`src/hdl/ljpf_pkg.sv`:
```
package ljpf_pkg;

	localparam int POSITION_FRACTION_BITS = 16;
	localparam int MAX_PARTICLES = 65536;

	localparam int IN_W = 240;
	localparam int OUT_W = 248;
	localparam int N_SLOTS = 10;
	localparam int SLOT_W = 4;

	localparam logic [1:0] KIND_PAIR = 2'd0;
	localparam logic [1:0] KIND_READ = 2'd1;
	localparam logic [1:0] KIND_CLR = 2'd2;

	localparam logic [2:0] CFG_CUTOFF_SQ = 3'd0;
	localparam logic [2:0] CFG_SIGMA_SQ = 3'd1;
	localparam logic [2:0] CFG_EPSILON = 3'd2;
	localparam logic [2:0] CFG_ATTRACT = 3'd3;
	localparam logic [2:0] CFG_BOX_X = 3'd4;
	localparam logic [2:0] CFG_BOX_Y = 3'd5;
	localparam logic [2:0] CFG_BOX_Z = 3'd6;
	localparam logic [2:0] CFG_TYPES = 3'd7;

	localparam logic [SLOT_W-1:0] SLOT_ENERGY = 4'd0;
	localparam logic [SLOT_W-1:0] SLOT_LAST = 4'd9;

	// bit positions inside m_tdata
	localparam int OB_HIT = 176;
	localparam int OB_SLOT = 177;

	typedef struct packed {
		logic start;
		logic [63:0] a;
		logic [63:0] b;
		logic [5:0] sh;
	} mul_req_t;

	typedef struct packed {
		logic start;
		logic [63:0] hi;
		logic [63:0] lo;
		logic [63:0] den;
	} div_req_t;

	typedef struct packed {
		logic clear;
		logic rd_en;
		logic wr_en;
		logic [SLOT_W-1:0] addr;
	} acc_req_t;

endpackage

```
`src/hdl/ljpf_mul.sv`:
```
module ljpf_mul (
	input  logic              clk,
	input  logic              arst_n,
	input  ljpf_pkg::mul_req_t req,
	output logic              done,
	output logic [63:0]       res
);
	import ljpf_pkg::*;

	logic         busy_q;
	logic [2:0]   cnt_q;
	logic [63:0]  a_q, b_q;
	logic [5:0]   sh_q;
	logic [63:0]  p_q;
	logic [1:0]   pw_q;
	logic [127:0] acc_q;
	logic [31:0]  a_sel, b_sel;
	logic [127:0] shifted;
	logic [63:0]  hi_sh;

	assign a_sel = cnt_q[1] ? a_q[63:32] : a_q[31:0];
	assign b_sel = cnt_q[0] ? b_q[63:32] : b_q[31:0];
	assign shifted = acc_q >> sh_q;
	assign hi_sh = acc_q[127:64] >> sh_q;

	always_ff @(posedge clk or negedge arst_n) begin
		if (!arst_n) begin
			busy_q <= 1'b0;
			cnt_q <= 3'd0;
			done <= 1'b0;
		end else begin
			done <= 1'b0;
			if (req.start) begin
				busy_q <= 1'b1;
				cnt_q <= 3'd0;
			end else if (busy_q) begin
				cnt_q <= cnt_q + 3'd1;
				if (cnt_q == 3'd5) begin
					busy_q <= 1'b0;
					done <= 1'b1;
				end
			end
		end
	end

	always_ff @(posedge clk) begin
		if (req.start) begin
			a_q <= req.a;
			b_q <= req.b;
			sh_q <= req.sh;
			acc_q <= '0;
		end else if (busy_q) begin
			if (cnt_q < 3'd4) begin
				p_q <= a_sel * b_sel;
				pw_q <= {1'b0, cnt_q[1]} + {1'b0, cnt_q[0]};
			end
			if (cnt_q >= 3'd1 && cnt_q <= 3'd4)
				acc_q <= acc_q + (128'(p_q) << {pw_q, 5'b0});
			if (cnt_q == 3'd5)
				res <= (hi_sh != 64'd0) ? '1 : shifted[63:0];
		end
	end

endmodule

```
`config.mk`:
```
export PLATFORM = sky130hd
export DESIGN_NAME = ljpf_mul
export DESIGN_NICKNAME = d
export VERILOG_FILES = /design/src/hdl/ljpf_pkg.sv /design/src/hdl/ljpf_mul.sv
export SDC_FILE = /design/constraint.sdc
export NUM_CORES = 2
export LEC_CHECK = 0
export BUFFER_PORTS_ARGS = -buffer_cell sky130_fd_sc_hd__buf_2
export CAP_MARGIN = 15
export CORE_MARGIN = 10
export CORE_UTILIZATION = 55
export CTS_CLUSTER_DIAMETER = 30
export DETAILED_ROUTE_END_ITERATION = 8
export GPL_ROUTABILITY_DRIVEN = 0
export PLACE_DENSITY = 0.72
export SLEW_MARGIN = 10
export SYNTH_ARGS = -nofsm -noshare
export SYNTH_HDL_FRONTEND = slang
export SYNTH_SLANG_ARGS = --single-unit
```
`constraint.sdc`:
```
create_clock -name clk -period 14.4 [get_ports clk]
set_input_delay 0.72 -clock clk [delete_from_list [all_inputs] [get_ports clk]]
set_output_delay 0.72 -clock clk [all_outputs]
set_load 0.01 [all_outputs]
```
==> run_results.csv <==
group,metric,value,unit
route,num_vias,54580,
worst_setup_path,cp.buffers_inverters,3,
route,remaining_drc_errors,0,
worst_setup_path,crit_path_max_fanout,41,
worst_hold_path,min_path_type,"input pin to flip-flop",
timing,slew_headroom,16.89,%
logic_synthesis,ys_seq_area_share,16.76,%
clock_tree,clockBufferDepth,3,
worst_setup_path,crit_family,"adder cells",
floorplan,dieWidth,359.4,um
route,viasPerCell,6.228,
timing,rsz0062_at_grt,"no",
worst_setup_path,critPathSlowestCell,"mux2i_4",
worst_setup_path,cp_data_arrival_time,11040,ps
worst_setup_path,crit_chain,"buf_4, mux2i_4, nor2_1, fa_1, inv_1, fa_1, fa_1, fa_1, inv_1, fa_1, fa_1, fa_1, fa_1, ha_1, nand3_1, nor3_1, and2_1, o21ai_0, o41ai_1, a31oi_1, o31ai_1, a21boi_0, xnor2_1",
worst_setup_path,end_kind,"flip-flop",
worst_hold_path,min_path_cells,1,
route,ant_nets,0,
cells_and_area,final_util,60.01,%
floorplan,rows,124,
floorplan,start_util,55.40,%
route,wl,214400,um
clock_tree,numCtsBuffers,89,
worst_setup_path,cp_common_cell,"fa_1",
worst_setup_path,worst-endpoint-required,14850,ps
timing,fmax,94.44,MHz
worst_setup_path,worstSetupPathType,"flip-flop to flip-flop",
cells_and_area,drive_gt1_share,10.37,%
logic_synthesis,synth_edf_count,264,
run,maxCapViolCount,0,
worst_setup_path,critPathMaxStageDelay,1000,ps
place,hpwl,163700,um
worst_setup_path,start_kind,"flip-flop",
logic_synthesis,synth-async-reset-ratio,1.259,%
grt,use_met1,39.63,%
worst_setup_path,r2r-start,"cnt_q[1]$_DFFE_PN0P_",
timing,post-route-min-period,10590,ps
grt,use_met2,49.85,%
grt,grt_remaining_overflow,0,
clock_tree,clk_latency,730,ps
grt,grt_use_met3,9.963,%
route,drtIter0Drc,6034,
timing,final-hold-violation-count,0,
worst_setup_path,r2r_end,"p_q[57]$_DFFE_PP_",
grt,grt_pass1_wl,325100,um
floorplan,die_h,359.4,um
clock_tree,cts_hold_buffers,1,
clock_tree,root_buffer,"clkbuf_16",
worst_hold_path,min_from,"req[0]",
logic_synthesis,netlist_area,0.06334,mm2
logic_synthesis,synth.distinct_cells,102,
logic_synthesis,ys_ff_latch,397,
cells_and_area,syn_to_final_growth,8.326,%
timing,setup_viol,0,
route,wire_per_inst,24.47,um
grt,first_global_vias,54930,
timing,fin_setup_tns,0,ps
timing,worst_pin_slew,1221,ps
logic_synthesis,yosysWarnings,0,
floorplan,die-area,0.1291,mm2
clock_tree,cts_setup_buffers,0,
clock_tree,h-tree-depth,3,
outcome,status,"finished, final reports clean",
cells_and_area,nets,8593,
clock_tree,cts.clk_slew.worst_paths,50,ps
grt,grt_max_degree,107,
timing,slew_viol_final,0,
worst_setup_path,reg2reg_depth,23,
worst_hold_path,holdPathEnd,"sh_q[0]$_DFFE_PP_",
logic_synthesis,syn_area_per_cell,8.754,um2
logic_synthesis,synth_flop_cell,"edfxtp_1",
timing,period_share,73.53,%
cells_and_area,post-route-cell-area,0.06862,mm2
clock_tree,cts_tree,"built",
timing,fin_hold_ws,173.1,ps
route,drtPass1Iterations,9,
place,portBuffers,201,
clock_tree,clock_sinks,397,
worst_setup_path,rrSetupSlack,3810,ps
floorplan,core-area,0.1143,mm2
floorplan,pin_count,202,
timing,fin_skew,60.41,ps
place,dpl_cell_area,0.06541,mm2
cells_and_area,fill_cells,9772,
grt,grt_use_total,32.51,%
logic_synthesis,syn_inst,7236,
clock_tree,cts-resized-gates,0,
logic_synthesis,synth_fp_nets,8663,
grt,antenna_found_initial,4,
grt,top_usage_layer,"met2",
[synth_stat cells (12+ instances only)]
library cell / number / area share [%]
mux4_2: 102 / 3.6
o31ai_1: 19 / 0.23
mux2_2: 91 / 1.6
dfxtp_1: 128 / 4.0
nand2_1: 1086 / 6.4
xor2_1: 62 / 0.86
nand2b_1: 21 / 0.21
and3_1: 24 / 0.24
nand4_1: 83 / 0.82
edfxtp_1: 264 / 13
a21o_1: 98 / 1.2
nand3_1: 40 / 0.32
a21oi_1: 416 / 3.3
a31oi_1: 31 / 0.31
mux2i_1: 243 / 3.8
buf_6: 12 / 0.21
fa_1: 897 / 28
a22o_1: 34 / 0.47
and2_1: 50 / 0.49
o21bai_1: 45 / 0.53
ha_1: 393 / 7.8
nand2_2: 27 / 0.27
o211ai_1: 35 / 0.41
o21ai_1: 14 / 0.11
o21a_1: 23 / 0.27
nor3_1: 45 / 0.36
o21ai_0: 274 / 2.2
inv_1: 971 / 5.8
or3_1: 15 / 0.15
a211oi_1: 42 / 0.50
nor2b_1: 59 / 0.58
nor2_1: 867 / 5.1
xnor2_1: 123 / 1.7
buf_1: 51 / 0.30
clkbuf_1: 340 / 2.0
buf_2: 25 / 0.20
[metrics by stage]
stage                     std cells  setup slack (ps)
final                          8763              3812
after global routing           8755              3377
after CTS                      8755              3975
after detailed placement       8586              4021
after global placement         8586              4170
after floorplan                7236              5261
[logic make-up after synthesis]
logic type / share of synthesized area [%]
buffers and inverters: 8.593
adders and majority gates: 36.11
DFF: 16.76
and+or+nand+nor: 15.57
xor gates and xnor gates: 2.558
AOI/OAI and AO/OA: 11.24
muxes: 9.167
[flip-flops by register name, summed over array words and instances, names as in the netlist]
| signal | flops |
|---|---|
| cnt_q | 3 |
| sh_q | 6 |
| b_q | 64 |
| acc_q | 128 |
| done | 1 |
| res | 64 |
| busy_q | 1 |
| pw_q | 2 |
| a_q | 64 |
| p_q | 64 |
[final cells by class]
type / count / area (um2) / share of cell area [%]
Clock inverter: 72 / 892.1 / 1.300
Multi-Input combinational cell: 5429 / 47660 / 69.46
Antenna cell: 8 / 20.02 / 0.02918
Inverter: 973 / 3654 / 5.325
Tap cell: 1512 / 1892 / 2.757
Timing Repair Buffer: 276 / 1594 / 2.323
Clock buffer: 96 / 2283 / 3.328
Sequential cell: 397 / 10620 / 15.48
[placed cells by master (no fill, tap or decap), types with 15 or more instances in the layout]
master / n
mux4_2: 102
o21bai_1: 45
nand4_1: 83
o21ai_0: 274
clkinv_2: 20
buf_2: 200
xor2_1: 62
nand2_2: 27
a21o_1: 98
o31ai_1: 19
mux2i_2: 30
inv_1: 967
nor3_1: 45
mux2i_4: 18
nor2_1: 864
xnor2_1: 123
and3_1: 23
nor2b_1: 57
ha_1: 393
o211ai_1: 35
or3_1: 15
buf_4: 73
nand2_1: 1086
clkbuf_16: 89
mux2_2: 91
edfxtp_1: 264
nand2b_1: 21
mux2i_1: 195
o21a_1: 23
and2_1: 50
a22o_1: 34
a21oi_1: 416
nand3_1: 39
dfxtp_1: 128
a31oi_1: 31
fa_1: 897
a211oi_1: 42
[worst register-to-register path, delay by kind of cell (launching register included)]
family          cells  cell delay, ps
compound gates      5            2030
xor+xnor            1             180
buf+inv             3             890
fa+ha+maj           9            4490
mux                 1            1020
simple gates        4             840
flops               1             910
[routing by layer]
metal	up-vias	routed length, um
met5	-	15
met4	2	16370
met3	862	27140
met2	3644	94100
met1	26500	76830
li1	23560	-
[worst max path at each step]
stage / start / slack (ps) / end / cells past startpoint
after global routing: cnt_q[1]$_DFFE_PN0P_ / 3380 / p_q[57]$_DFFE_PP_ / 23
after detailed placement: cnt_q[1]$_DFFE_PN0P_ / 4020 / p_q[57]$_DFFE_PP_ / 23
after floorplan: cnt_q[0]$_DFFE_PN0P_ / 5260 / p_q[57]$_DFFE_PP_ / 33
final: cnt_q[1]$_DFFE_PN0P_ / 3810 / p_q[57]$_DFFE_PP_ / 23
after global placement: cnt_q[1]$_DFFE_PN0P_ / 4170 / p_q[57]$_DFFE_PP_ / 30
after CTS: cnt_q[1]$_DFFE_PN0P_ / 3970 / p_q[57]$_DFFE_PP_ / 23
Power is not shown: default switching activity piles up to over one toggle a cycle in this logic, so the estimate is an artifact.
