**src/hdl/ljpf_pkg.sv**
```systemverilog
package ljpf_pkg;

	localparam int POSITION_FRACTION_BITS = 16;
	localparam int MAX_PARTICLES = 65536;

	localparam int IN_W = 240;
	localparam int OUT_W = 248;
	localparam int N_SLOTS = 10;
	localparam int SLOT_W = 4;

	localparam logic [1:0] KIND_PAIR = 2'd0;
	localparam logic [1:0] KIND_READ = 2'd1;
	localparam logic [1:0] KIND_CLR = 2'd2;

	localparam logic [2:0] CFG_CUTOFF_SQ = 3'd0;
	localparam logic [2:0] CFG_SIGMA_SQ = 3'd1;
	localparam logic [2:0] CFG_EPSILON = 3'd2;
	localparam logic [2:0] CFG_ATTRACT = 3'd3;
	localparam logic [2:0] CFG_BOX_X = 3'd4;
	localparam logic [2:0] CFG_BOX_Y = 3'd5;
	localparam logic [2:0] CFG_BOX_Z = 3'd6;
	localparam logic [2:0] CFG_TYPES = 3'd7;

	localparam logic [SLOT_W-1:0] SLOT_ENERGY = 4'd0;
	localparam logic [SLOT_W-1:0] SLOT_LAST = 4'd9;

	// bit positions inside m_tdata
	localparam int OB_HIT = 176;
	localparam int OB_SLOT = 177;

	typedef struct packed {
		logic start;
		logic [63:0] a;
		logic [63:0] b;
		logic [5:0] sh;
	} mul_req_t;

	typedef struct packed {
		logic start;
		logic [63:0] hi;
		logic [63:0] lo;
		logic [63:0] den;
	} div_req_t;

	typedef struct packed {
		logic clear;
		logic rd_en;
		logic wr_en;
		logic [SLOT_W-1:0] addr;
	} acc_req_t;

endpackage

```
**src/hdl/ljpf_div.sv**
```systemverilog
module ljpf_div (
	input  logic              clk,
	input  logic              arst_n,
	input  ljpf_pkg::div_req_t req,
	output logic              done,
	output logic [63:0]       quo
);
	import ljpf_pkg::*;

	logic        busy_q;
	logic [5:0]  cnt_q;
	logic [63:0] rem_q, lo_q, den_q;
	logic [64:0] rem_w, diff;
	logic        ge;

	assign rem_w = {rem_q, lo_q[63]};
	assign ge = rem_w >= {1'b0, den_q};
	assign diff = rem_w - {1'b0, den_q};

	always_ff @(posedge clk or negedge arst_n) begin
		if (!arst_n) begin
			busy_q <= 1'b0;
			cnt_q <= 6'd0;
			done <= 1'b0;
		end else begin
			done <= 1'b0;
			if (req.start) begin
				cnt_q <= 6'd0;
				if (req.den == 64'd0 || req.hi >= req.den)
					done <= 1'b1;
				else
					busy_q <= 1'b1;
			end else if (busy_q) begin
				cnt_q <= cnt_q + 6'd1;
				if (cnt_q == 6'd63) begin
					busy_q <= 1'b0;
					done <= 1'b1;
				end
			end
		end
	end

	always_ff @(posedge clk) begin
		if (req.start) begin
			rem_q <= req.hi;
			lo_q <= req.lo;
			den_q <= req.den;
			quo <= (req.den == 64'd0 || req.hi >= req.den) ? '1 : '0;
		end else if (busy_q) begin
			rem_q <= ge ? diff[63:0] : rem_w[63:0];
			lo_q <= {lo_q[62:0], 1'b0};
			quo <= {quo[62:0], ge};
		end
	end

endmodule

```
**config.mk**
```make
export PLATFORM = sky130hd
export DESIGN_NAME = ljpf_div
export DESIGN_NICKNAME = d
export VERILOG_FILES = /design/src/hdl/ljpf_pkg.sv /design/src/hdl/ljpf_div.sv
export SDC_FILE = /design/constraint.sdc
export NUM_CORES = 1
export LEC_CHECK = 0
export ABC_AREA = 1
export BUFFER_PORTS_ARGS = -buffer_cell sky130_fd_sc_hd__clkbuf_2
export CAP_MARGIN = 30
export CORE_UTILIZATION = 44
export DETAILED_ROUTE_END_ITERATION = 16
export MAX_ROUTING_LAYER = met4
export PLACE_DENSITY = 0.6
export SLEW_MARGIN = 5
export SYNTH_ARGS = -nofsm -noshare
export SYNTH_HDL_FRONTEND = slang
export SYNTH_SLANG_ARGS = --single-unit
export TNS_END_PERCENT = 10
```
**constraint.sdc**
```tcl
create_clock -name clk -period 4.1 [get_ports clk]
set_input_delay 0.41 -clock clk [delete_from_list [all_inputs] [get_ports clk]]
set_output_delay 0.41 -clock clk [all_outputs]
set_load 0.1 [all_outputs]
```
==> results of run 1 <==
==> critical path, cell delays in order (launching register included) <==
cell and delay, ns:
edfxtp_1 0.43, ha_1 0.39, nand2_1 0.09, nand2_1 0.13, nand2_1 0.09, nand2_1 0.07
inv_1 0.05, nand2_1 0.10, inv_1 0.07, nand2_1 0.13, inv_2 0.09, nand2_2 0.09
nand2_2 0.12, buf_4 0.57, nand3b_1 0.14, nand3_1 0.11, nand2_1 0.18
==> placed cells by master (no fill, tap or decap), drive strengths merged, types with 11 or more instances in the layout <==
| cell | instances |
|---|---|
| nand2 | 1183 |
| inv | 492 |
| clkbuf | 297 |
| edfxtp | 256 |
| nor2 | 138 |
| ha | 129 |
| nand3 | 126 |
| a21oi | 78 |
| nand3b | 58 |
| dlygate4sd3 | 42 |
| o21ai | 30 |
| xnor2 | 29 |
| nand4 | 23 |
| nor4 | 20 |
| nor3 | 19 |
| buf | 12 |
| clkinv | 11 |
==> cell type report <==
cell class                 instances  area share
multi-input combinational       1858       0.406
sequential                       264       0.350
timing repair buffer             312      0.0829
inverter                         493      0.0824
clock buffer                      39      0.0358
tap                              585      0.0325
clock inverter                    17     0.00995
antenna                            2    0.000222
==> flip-flops by register name, indices dropped and copies added, names as in the netlist <==
register  flops
rem_q        64
den_q        64
busy_q        1
lo_q         64
done          1
cnt_q         6
quo          64
==> worst paths after layout <==
check	from	to	slack [ns]	depth (start not counted)
max	rem_q[29]	rem_q[31]	0.85	16
min	req[49]	den_q[49]	0.03	1
min in group asynchronous	arst_n	done	0.23	2
min reg2reg	lo_q[47]	lo_q[48]	0.49	2
max in group asynchronous	arst_n	cnt_q[4]	3.68	2
max reg2reg	rem_q[29]	rem_q[31]	0.85	16
==> cells by family after synthesis <==
family | count (synthesis) | synth area share
xor gates and xnor gates | 31 | 0.0141
and+or+nand+nor | 1571 | 0.339
buffers and inverters | 556 | 0.117
AOI/OAI and AO/OA | 126 | 0.0353
adders and majority gates | 130 | 0.0848
DFF | 264 | 0.409
==> metrics by stage <==
stage / cell area (um2) / setup WS [ns] / hold WS (ns) / std cells / utilization
floorplan: 19300 / 0.594 / 0.114 / 2678 / -
global placement: 21000 / 0.625 / 0.269 / 3469 / 0.487
detailed placement: 21100 / 0.923 / 0.272 / 3470 / 0.488
CTS: 22500 / 0.916 / 0.00181 / 3568 / 0.521
global route: 22500 / 0.642 / 0.0169 / 3570 / 0.521
finish: 22500 / 0.852 / 0.0292 / 3570 / 0.521
==> where the power goes <==
part | leakage [nW] | internal, mW | total [mW] | switching (mW)
combinational | 8.98 | 2.38 | 7.82 | 5.44
sequential | 2.84 | 3.65 | 3.93 | 0.279
clock | 0.496 | 1.70 | 2.86 | 1.16
==> layer usage <==
metal  global-route usage  part of all wire
met4               0.0787             0.028
met1                0.374              0.46
met2                0.430              0.44
met3               0.0574             0.073
met5                    -                 0
==> repair_timing <==
action	in CTS	in global routing
hold buffers	42	0
buffers inserted	0	0
endpoints found under the hold margin	49	0
==> qor.txt, run 1 <==
Status: finished clean
Critical Path RT: 4.41 ns
Most frequent cell after synthesis: nand2_1
FF+latch area: 7890 um2
Post-Syn Nets: 3003
WL final: 60.4 mm
CTS root buf: clkbuf_16
Synth area leader: edfxtp_1
Clock transition at path regs: 0.06 ns
Rows: 76
Synth Register Bits: 264
Worst setup EP type: register
Worst-Margin Slew: 0.833 ns
Synth top area share: 0.399
Crit Path Class: reg -> reg
Clk_skew: 0.0278 ns
EDFF count, synth: 256
Post-route clock period utilization: 0.792
Setup-failing EPs final: 0
Number of filler cells placed in the layout: 4308
Cells after Synth: 2678
HPWL after DPL: 47.6 mm
First-pass GRT wire length: 93.3 mm
Register area share after synthesis: 0.409
DRT Pass-1 Iters: 5
TNS Setup: 0 ns
Num ports: 260
Clock Tree Buf Depth: 3
Crit Path Max Fanout: 57
DRC errors left: 0
Crit path DAT: 3.56 ns
Largest net degree at the start of global routing: 141
Die area: 44600 um2
Remaining Overflow, GRT: 0
Crit start category: register
GRT Total Usage: 0.280
Routed len/inst: 16.9 um
Hold WC Path Type: in -> reg
Highest ir drop seen on vdd: 0.556 mV
Post-CTS sizing: 0
Initial DRC Count: 1068
Vias per cell: 4.86
Port Buffer Count: 259
Design Power: 14.6 mW
Sink Count: 264
Clock latency on the worst-skew pair: 0.61 ns
Ys async rst share: 0.0303
Commonest cells in the netlist: nand2_1 (1167), inv_1 (476), edfxtp_1 (256)
Area delta synth->final: 16.9%
Synthesized area per cell: 7.19 um2
Dominant cells by area after synthesis: edfxtp_1 (40%), nand2_1 (23%), inv_1 (9.3%), ha_1 (8.4%), nand3_1 (3.2%)
Routability congestion estimate: 0.991
Fmax: 0.308 GHz
Unique cell type count in the Yosys netlist: 40
Die height: 211 um
H-tree Lvls: 1
CTS tree: built
Num CTS Buffers: 31
Vias in the first global route: 17000
# Max-Cap Violations: 0
PD cells: 649 nW/um2
Minimum clock period: 3.25 ns
Synthesis warning total: 0
ANT nets after route: 0
Initial antenna violation count: 3
Cell area after synthesis: 19300 um2
Final Hold Vio Count: 0
Prevailing post-synth register cell: edfxtp_1
Vias: 17400
Die W: 211 um
Area of the multi-input gates: 9140 um2
CORE AREA: 43200 um2
Leakage power figure: 12.3 nW
Layout cell share with drive strength beyond 1: 0.124
Max-slew violations: 0
Fin nets: 3285
Initial Utilization: 0.446
RSZ-0062 raised after global routing: false
Worst slew margin: 0.440
Note: power is estimated with default switching activity, not from simulation.
==> inputs of run 2 (changes only) <==
--- a/config.mk
+++ b/config.mk
@@ -11,7 +11,7 @@
 export CORE_UTILIZATION = 44
 export DETAILED_ROUTE_END_ITERATION = 16
 export MAX_ROUTING_LAYER = met4
-export PLACE_DENSITY = 0.6
+export PLACE_DENSITY = 0.62
 export SLEW_MARGIN = 5
 export SYNTH_ARGS = -nofsm -noshare
 export SYNTH_HDL_FRONTEND = slang
==> constraint.sdc (replaced) <==
create_clock -name clk -period 2.7 [get_ports clk]
set_input_delay 0.27 -clock clk [delete_from_list [all_inputs] [get_ports clk]]
set_output_delay 0.27 -clock clk [all_outputs]
set_load 0.1 [all_outputs]
==> run 2 against run 1 <==
Against the previous run: sequential share of layout area is 4.4 points lower; die area unchanged; power is 69% higher; routed wire length increased by 8.2%; design area grew 14%; register-to-register slack got worse by 0.77 ns; cell count is 7.8% higher; sequential power grew 56%; via count up 9.5%.
==> qor.txt, run 2 (synthesized netlist as in run 1, its figures left out) <==
Fin nets: 3562
Status: finished clean
Most frequent cells in the layout: nand2_1 (1137), inv_1 (474), clkbuf_2 (258), edfxtp_1 (256), dlygate4sd3_1 (190)
# Max-Cap Violations: 0
Crit Path Max Fanout: 22
Most used cell, CP: nand2_1
Critical Path RT: 3.02 ns
Psw: 11.4 mW
Num ports: 260
Die area: 44600 um2
Vias: 19000
Num CTS Buffers: 30
Crit start category: register
DRT Pass-1 Iters: 5
RSZ-0062 raised after global routing: true
Crit-path cells: ha_2 > nand2_1 > inv_1 > nand2_1 > nor2_1 > nand2_1 > inv_1 > nand2_1 > nand2_2 > nor2_4 > nand2_8 > buf_12 > nand2_1 > nand3_1 > nand2_1
Leakage power figure: 13.6 nW
Crit path DAT: 2.94 ns
Area delta synth->final: 33.5%
Post-route clock period utilization: 0.971
Initial Utilization: 0.446
Die W: 211 um
Number of filler cells placed in the layout: 3926
Hold WC Path Type: in -> reg
Initial antenna violation count: 2
Crit Path Class: reg -> reg
WL final: 65.3 mm
Routability congestion estimate: 0.991
Largest net degree at the start of global routing: 129
Minimum clock period: 2.62 ns
Rows: 76
Combinational fraction of design power: 0.592
H-tree Lvls: 1
Clock transition at path regs: 0.06 ns
Initial DRC Count: 1320
Clk_skew: 0.00750 ns
FF+latch area: 7890 um2
TNS Setup: 0 ns
Fin Hold WS: 0.0408 ns
Remaining Overflow, GRT: 0
CORE AREA: 43200 um2
HPWL after DPL: 48.3 mm
Die height: 211 um
Sink Count: 264
DRC errors left: 0
Clock share of power: 0.160
Most common cell after layout, fill and taps aside: nand2_1
Sw frac: 0.460
Slowest stage delay, CP: 0.41 ns
Port Buffer Count: 259
Final Hold Vio Count: 0
First-pass GRT wire length: 98.3 mm
Routed len/inst: 17.0 um
Area of the multi-input gates: 9830 um2
Clock Tree Buf Depth: 3
Clock latency on the worst-skew pair: 0.60 ns
Sequential Power Share: 0.248
ANT nets after route: 0
Design Power: 24.7 mW
CTS root buf: clkbuf_16
Max-slew violations: 0
Setup-failing EPs final: 0
GRT Total Usage: 0.294
Worst slew margin: 0.539
CTS tree: built
Power Internal: 13.4 mW
Fmax: 0.381 GHz
Critical path's slowest cell: edfxtp_1
Worst setup EP type: register
Highest ir drop seen on vdd: 0.949 mV
PD cells: 962 nW/um2
Layout cell share with drive strength beyond 1: 0.186
Vias per cell: 4.94
Worst-Margin Slew: 0.691 ns
Vias in the first global route: 18700
[run 2: metal layers]
metal / part of all wire / global-route usage / vias up
li1: - / - / 9492
met1: 0.44 / 0.377 / 8806
met2: 0.47 / 0.478 / 609
met3: 0.065 / 0.0462 / 103
met4: 0.030 / 0.0902 / 0
met5: 0 / - / -
[run 2: through the flow]
step / setup slack (ns) / utilization / instances / cell area (um2)
2_1_floorplan: 0.278 / - / 2678 / 19300
3_3_place_gp: -0.220 / 0.509 / 3587 / 22000
3_5_place_dp: -0.232 / 0.509 / 3587 / 22000
4_1_cts: 0.000346 / 0.576 / 3832 / 24900
5_1_grt: -0.0674 / 0.596 / 3847 / 25700
6_report: 0.0772 / 0.596 / 3847 / 25700
[run 2: final cells by class]
type,instances,area share
Antenna cell,2,0.000195
Clock buffer,39,0.0305
Clock inverter,16,0.00574
Inverter,493,0.0721
Multi-Input combinational cell,1858,0.382
Sequential cell,264,0.307
Tap cell,585,0.0285
Timing Repair Buffer,590,0.174
[run 2: worst paths after layout]
| kind | depth (start not counted) | slack, ns | end | startpoint |
|---|---|---|---|---|
| max | 15 | 0.08 | rem_q[31] | rem_q[57] |
| min | 3 | 0.04 | rem_q[63] | req[191] |
| max reg2reg | 15 | 0.08 | rem_q[31] | rem_q[57] |
| min reg2reg | 2 | 0.51 | lo_q[62] | lo_q[61] |
| max in group asynchronous | 2 | 2.45 | cnt_q[4] | arst_n |
| min in group asynchronous | 2 | 0.06 | cnt_q[0] | arst_n |
[run 2: power groups by stage]
stage / Combinational [mW] / Sequential [mW] / Clock (mW)
floorplan: 7.58 / 7.00 / 0
global placement: 12.8 / 6.03 / 0
detailed placement: 12.9 / 6.03 / 0
CTS: 13.2 / 5.98 / 4.04
global route: 16.1 / 6.22 / 4.18
finish: 14.6 / 6.13 / 3.97
[run 2: worst max-delay path, delay by kind of cell (launching register included)]
kind	cells	cell delay (ns)
fa+ha+maj	1	0.41
buf+inv	3	0.35
flops	1	0.41
simple gates	11	1.14
[run 2: timing repair]
action                     4_1_cts  5_1_grt
hold endpoints to repair       199        0
pin swaps                        0       11
hold buffers                   190        0
cloned                           0        4
resized for setup               10      137
setup endpoints to repair       44      128
buffers inserted                 0        9
==> inputs of run 3 (changes only) <==
--- a/config.mk
+++ b/config.mk
@@ -7,11 +7,11 @@
 export LEC_CHECK = 0
 export ABC_AREA = 1
 export BUFFER_PORTS_ARGS = -buffer_cell sky130_fd_sc_hd__clkbuf_2
-export CAP_MARGIN = 30
-export CORE_UTILIZATION = 44
+export CORE_UTILIZATION = 54
 export DETAILED_ROUTE_END_ITERATION = 16
+export GPL_TIMING_DRIVEN = 0
 export MAX_ROUTING_LAYER = met4
-export PLACE_DENSITY = 0.62
+export PLACE_DENSITY = 0.75
 export SLEW_MARGIN = 5
 export SYNTH_ARGS = -nofsm -noshare
 export SYNTH_HDL_FRONTEND = slang
==> run 3 against run 2 <==
Against the previous run: the run now ends with negative setup slack left; maximum frequency shrank 3.0%; clock power is 4% lower; die area is 18% lower; global-route usage increased by 10 points; sequential power increased by 2%; cell count down 4.8%; first-iteration DRC count increased by 26%; register-to-register slack lost 0.08 ns; via count is 5.1% higher; hold slack worse by 0.016 ns; sequential share of layout area rose by 0.50 points; setup slack worse by 0.081 ns; critical endpoint is now rem_q[4]; largest cell class unchanged.
==> qor.txt, run 3 (synthesized netlist as in run 1, its figures left out) <==
Status: complete, but fails checks
Violated checks: negative setup slack
Sink Count: 264
Vias per cell: 5.46
Largest net degree at the start of global routing: 62
# Max-Cap Violations: 0
Initial antenna violation count: 1
Critical path origin: rem_q[4]
Setup ws final: -0.00413 ns
Worst setup EP type: register
Layout cell share with drive strength beyond 1: 0.176
HPWL after DPL: 50.4 mm
Vias in the first global route: 19600
Crit-path cells: ha_4 > nand2_1 > nor2_4 > nand3_1 > nand3_4 > nand2_2 > nand2_4 > nand2_2 > nand2_2 > nand2_4 > nand2_8 > buf_12 > buf_12 > nand2_1 > nand3_1 > nand2_1
ANT nets after route: 0
Crit Path Class: reg -> reg
Vias: 20000
Die area: 36400 um2
Leakage power figure: 13.3 nW
Minimum clock period: 2.70 ns
First-pass GRT wire length: 106 mm
Worst flop-to-flop path startpoint: rem_q[4]
Port Buffer Count: 259
CORE AREA: 34800 um2
Fin nets: 3509
Clock Tree Buf Depth: 3
CTS root buf: clkbuf_16
DRC errors left: 0
H-tree Lvls: 1
Most frequent cells in the layout: nand2_1 (1122), inv_1 (472), clkbuf_2 (261), edfxtp_1 (256), dlygate4sd3_1 (182)
CTS tree: built
Slowest stage delay, CP: 0.45 ns
Remaining Overflow, GRT: 0
Inst Count DP: 3396
Crit path DAT: 3.03 ns
Crit Path Max Fanout: 10
Area delta synth->final: 31.4%
Reg-to-reg endpoint: rem_q[4]
Worst-Margin Slew: 0.794 ns
Initial DRC Count: 1666
Num ports: 260
Clock latency on the worst-skew pair: 0.60 ns
GRT Total Usage: 0.397
Final core occ: 0.727
DRT Pass-1 Iters: 5
RSZ-0062 raised after global routing: true
Internal reg-to-reg setup slack: -0.004 ns
Die W: 191 um
Post-route clock period utilization: 1.00
Setup crit end: rem_q[4]
Reg2reg path depth: 16
Routability congestion estimate: 1.02
Critical Path RT: 3.03 ns
Initial Utilization: 0.554
Layout Cells excl Fill: 3662
Hold WC Path Type: in -> reg
Routed len/inst: 19.5 um
Fmax: 0.370 GHz
Rows: 68
Critical path's slowest cell: edfxtp_1
Highest ir drop seen on vdd: 0.778 mV
Crit start category: register
PD cells: 978 nW/um2
WL final: 71.5 mm
Final Hold Vio Count: 0
Clk_skew: 0.0279 ns
Die height: 191 um
Setup-failing EPs final: 2
Max-slew violations: 0
Most common cell after layout, fill and taps aside: nand2_1
TNS Setup: -0.00473 ns
Fin Hold WS: 0.0243 ns
Clock transition at path regs: 0.06 ns
Num CTS Buffers: 29
Worst slew margin: 0.471
==> run 3: cell type report <==
cell class	instances	area, um2
well taps	455	569
multi-input cells	1858	10200
clock buffers	40	787
inverters	493	1850
fillers	2519	9490
repair buffers	475	3490
flip-flops and latches	264	7890
plain buffers	63	464
diodes	1	2.50
clock inverters	13	85.1
==> run 3: per-stage QoR <==
| stage | setup WS [ns] | area (um2) | power (mW) |
|---|---|---|---|
| after floorplan | 0.278 | 19300 | 14.6 |
| after global placement | -2.10 | 21100 | 17.9 |
| after detailed placement | -0.639 | 21200 | 18.1 |
| after CTS | -0.0405 | 24600 | 23.1 |
| after global routing | -0.0922 | 25300 | 26.1 |
| final | -0.00413 | 25300 | 24.8 |
==> run 3: critical path, delay by kind of cell, from the launching register on <==
family        cells  cell delay, ns
simple gates     13            1.32
fa+ha+maj         1            0.33
flops             1            0.45
buf+inv           2            0.32
==> run 3: per-layer routing <==
layer  track usage  vias to the layer above  routed length [um]
met1         0.500                     9258               28300
met3        0.0639                      199                6560
met2         0.640                     1124               33300
li1              -                     9398                   -
met5             -                        -                   0
met4         0.152                        0                3270
==> run 3: how the worst min path moves through the flow <==
| stage | start | to | slack, ns | cells after the start |
|---|---|---|---|---|
| detailed placement | arst_n | done | 0.13 | 1 |
| global route | req[130] | rem_q[2] | 0.02 | 3 |
| global placement | arst_n | done | 0.13 | 1 |
| CTS | req[130] | rem_q[2] | 0.002 | 3 |
| finish | req[166] | rem_q[38] | 0.02 | 3 |
| floorplan | arst_n | busy_q | -0.03 | 0 |
==> run 3: repair_timing <==
item	4_1_cts	5_1_grt
cloned	1	1
hold buffers	182	0
hold endpoints to repair	189	0
setup endpoints to repair	107	115
gates resized for setup	100	110
buffers inserted	12	16
pin swaps	11	28
==> run 3: power by group <==
group / leakage (nW) / internal (mW) / total [mW] / switching, mW
registers: 2.84 / 5.55 / 6.24 / 0.682
logic: 9.98 / 5.32 / 14.7 / 9.41
clock network: 0.433 / 2.04 / 3.80 / 1.75
total: 13.3 / 12.9 / 24.8 / 11.8
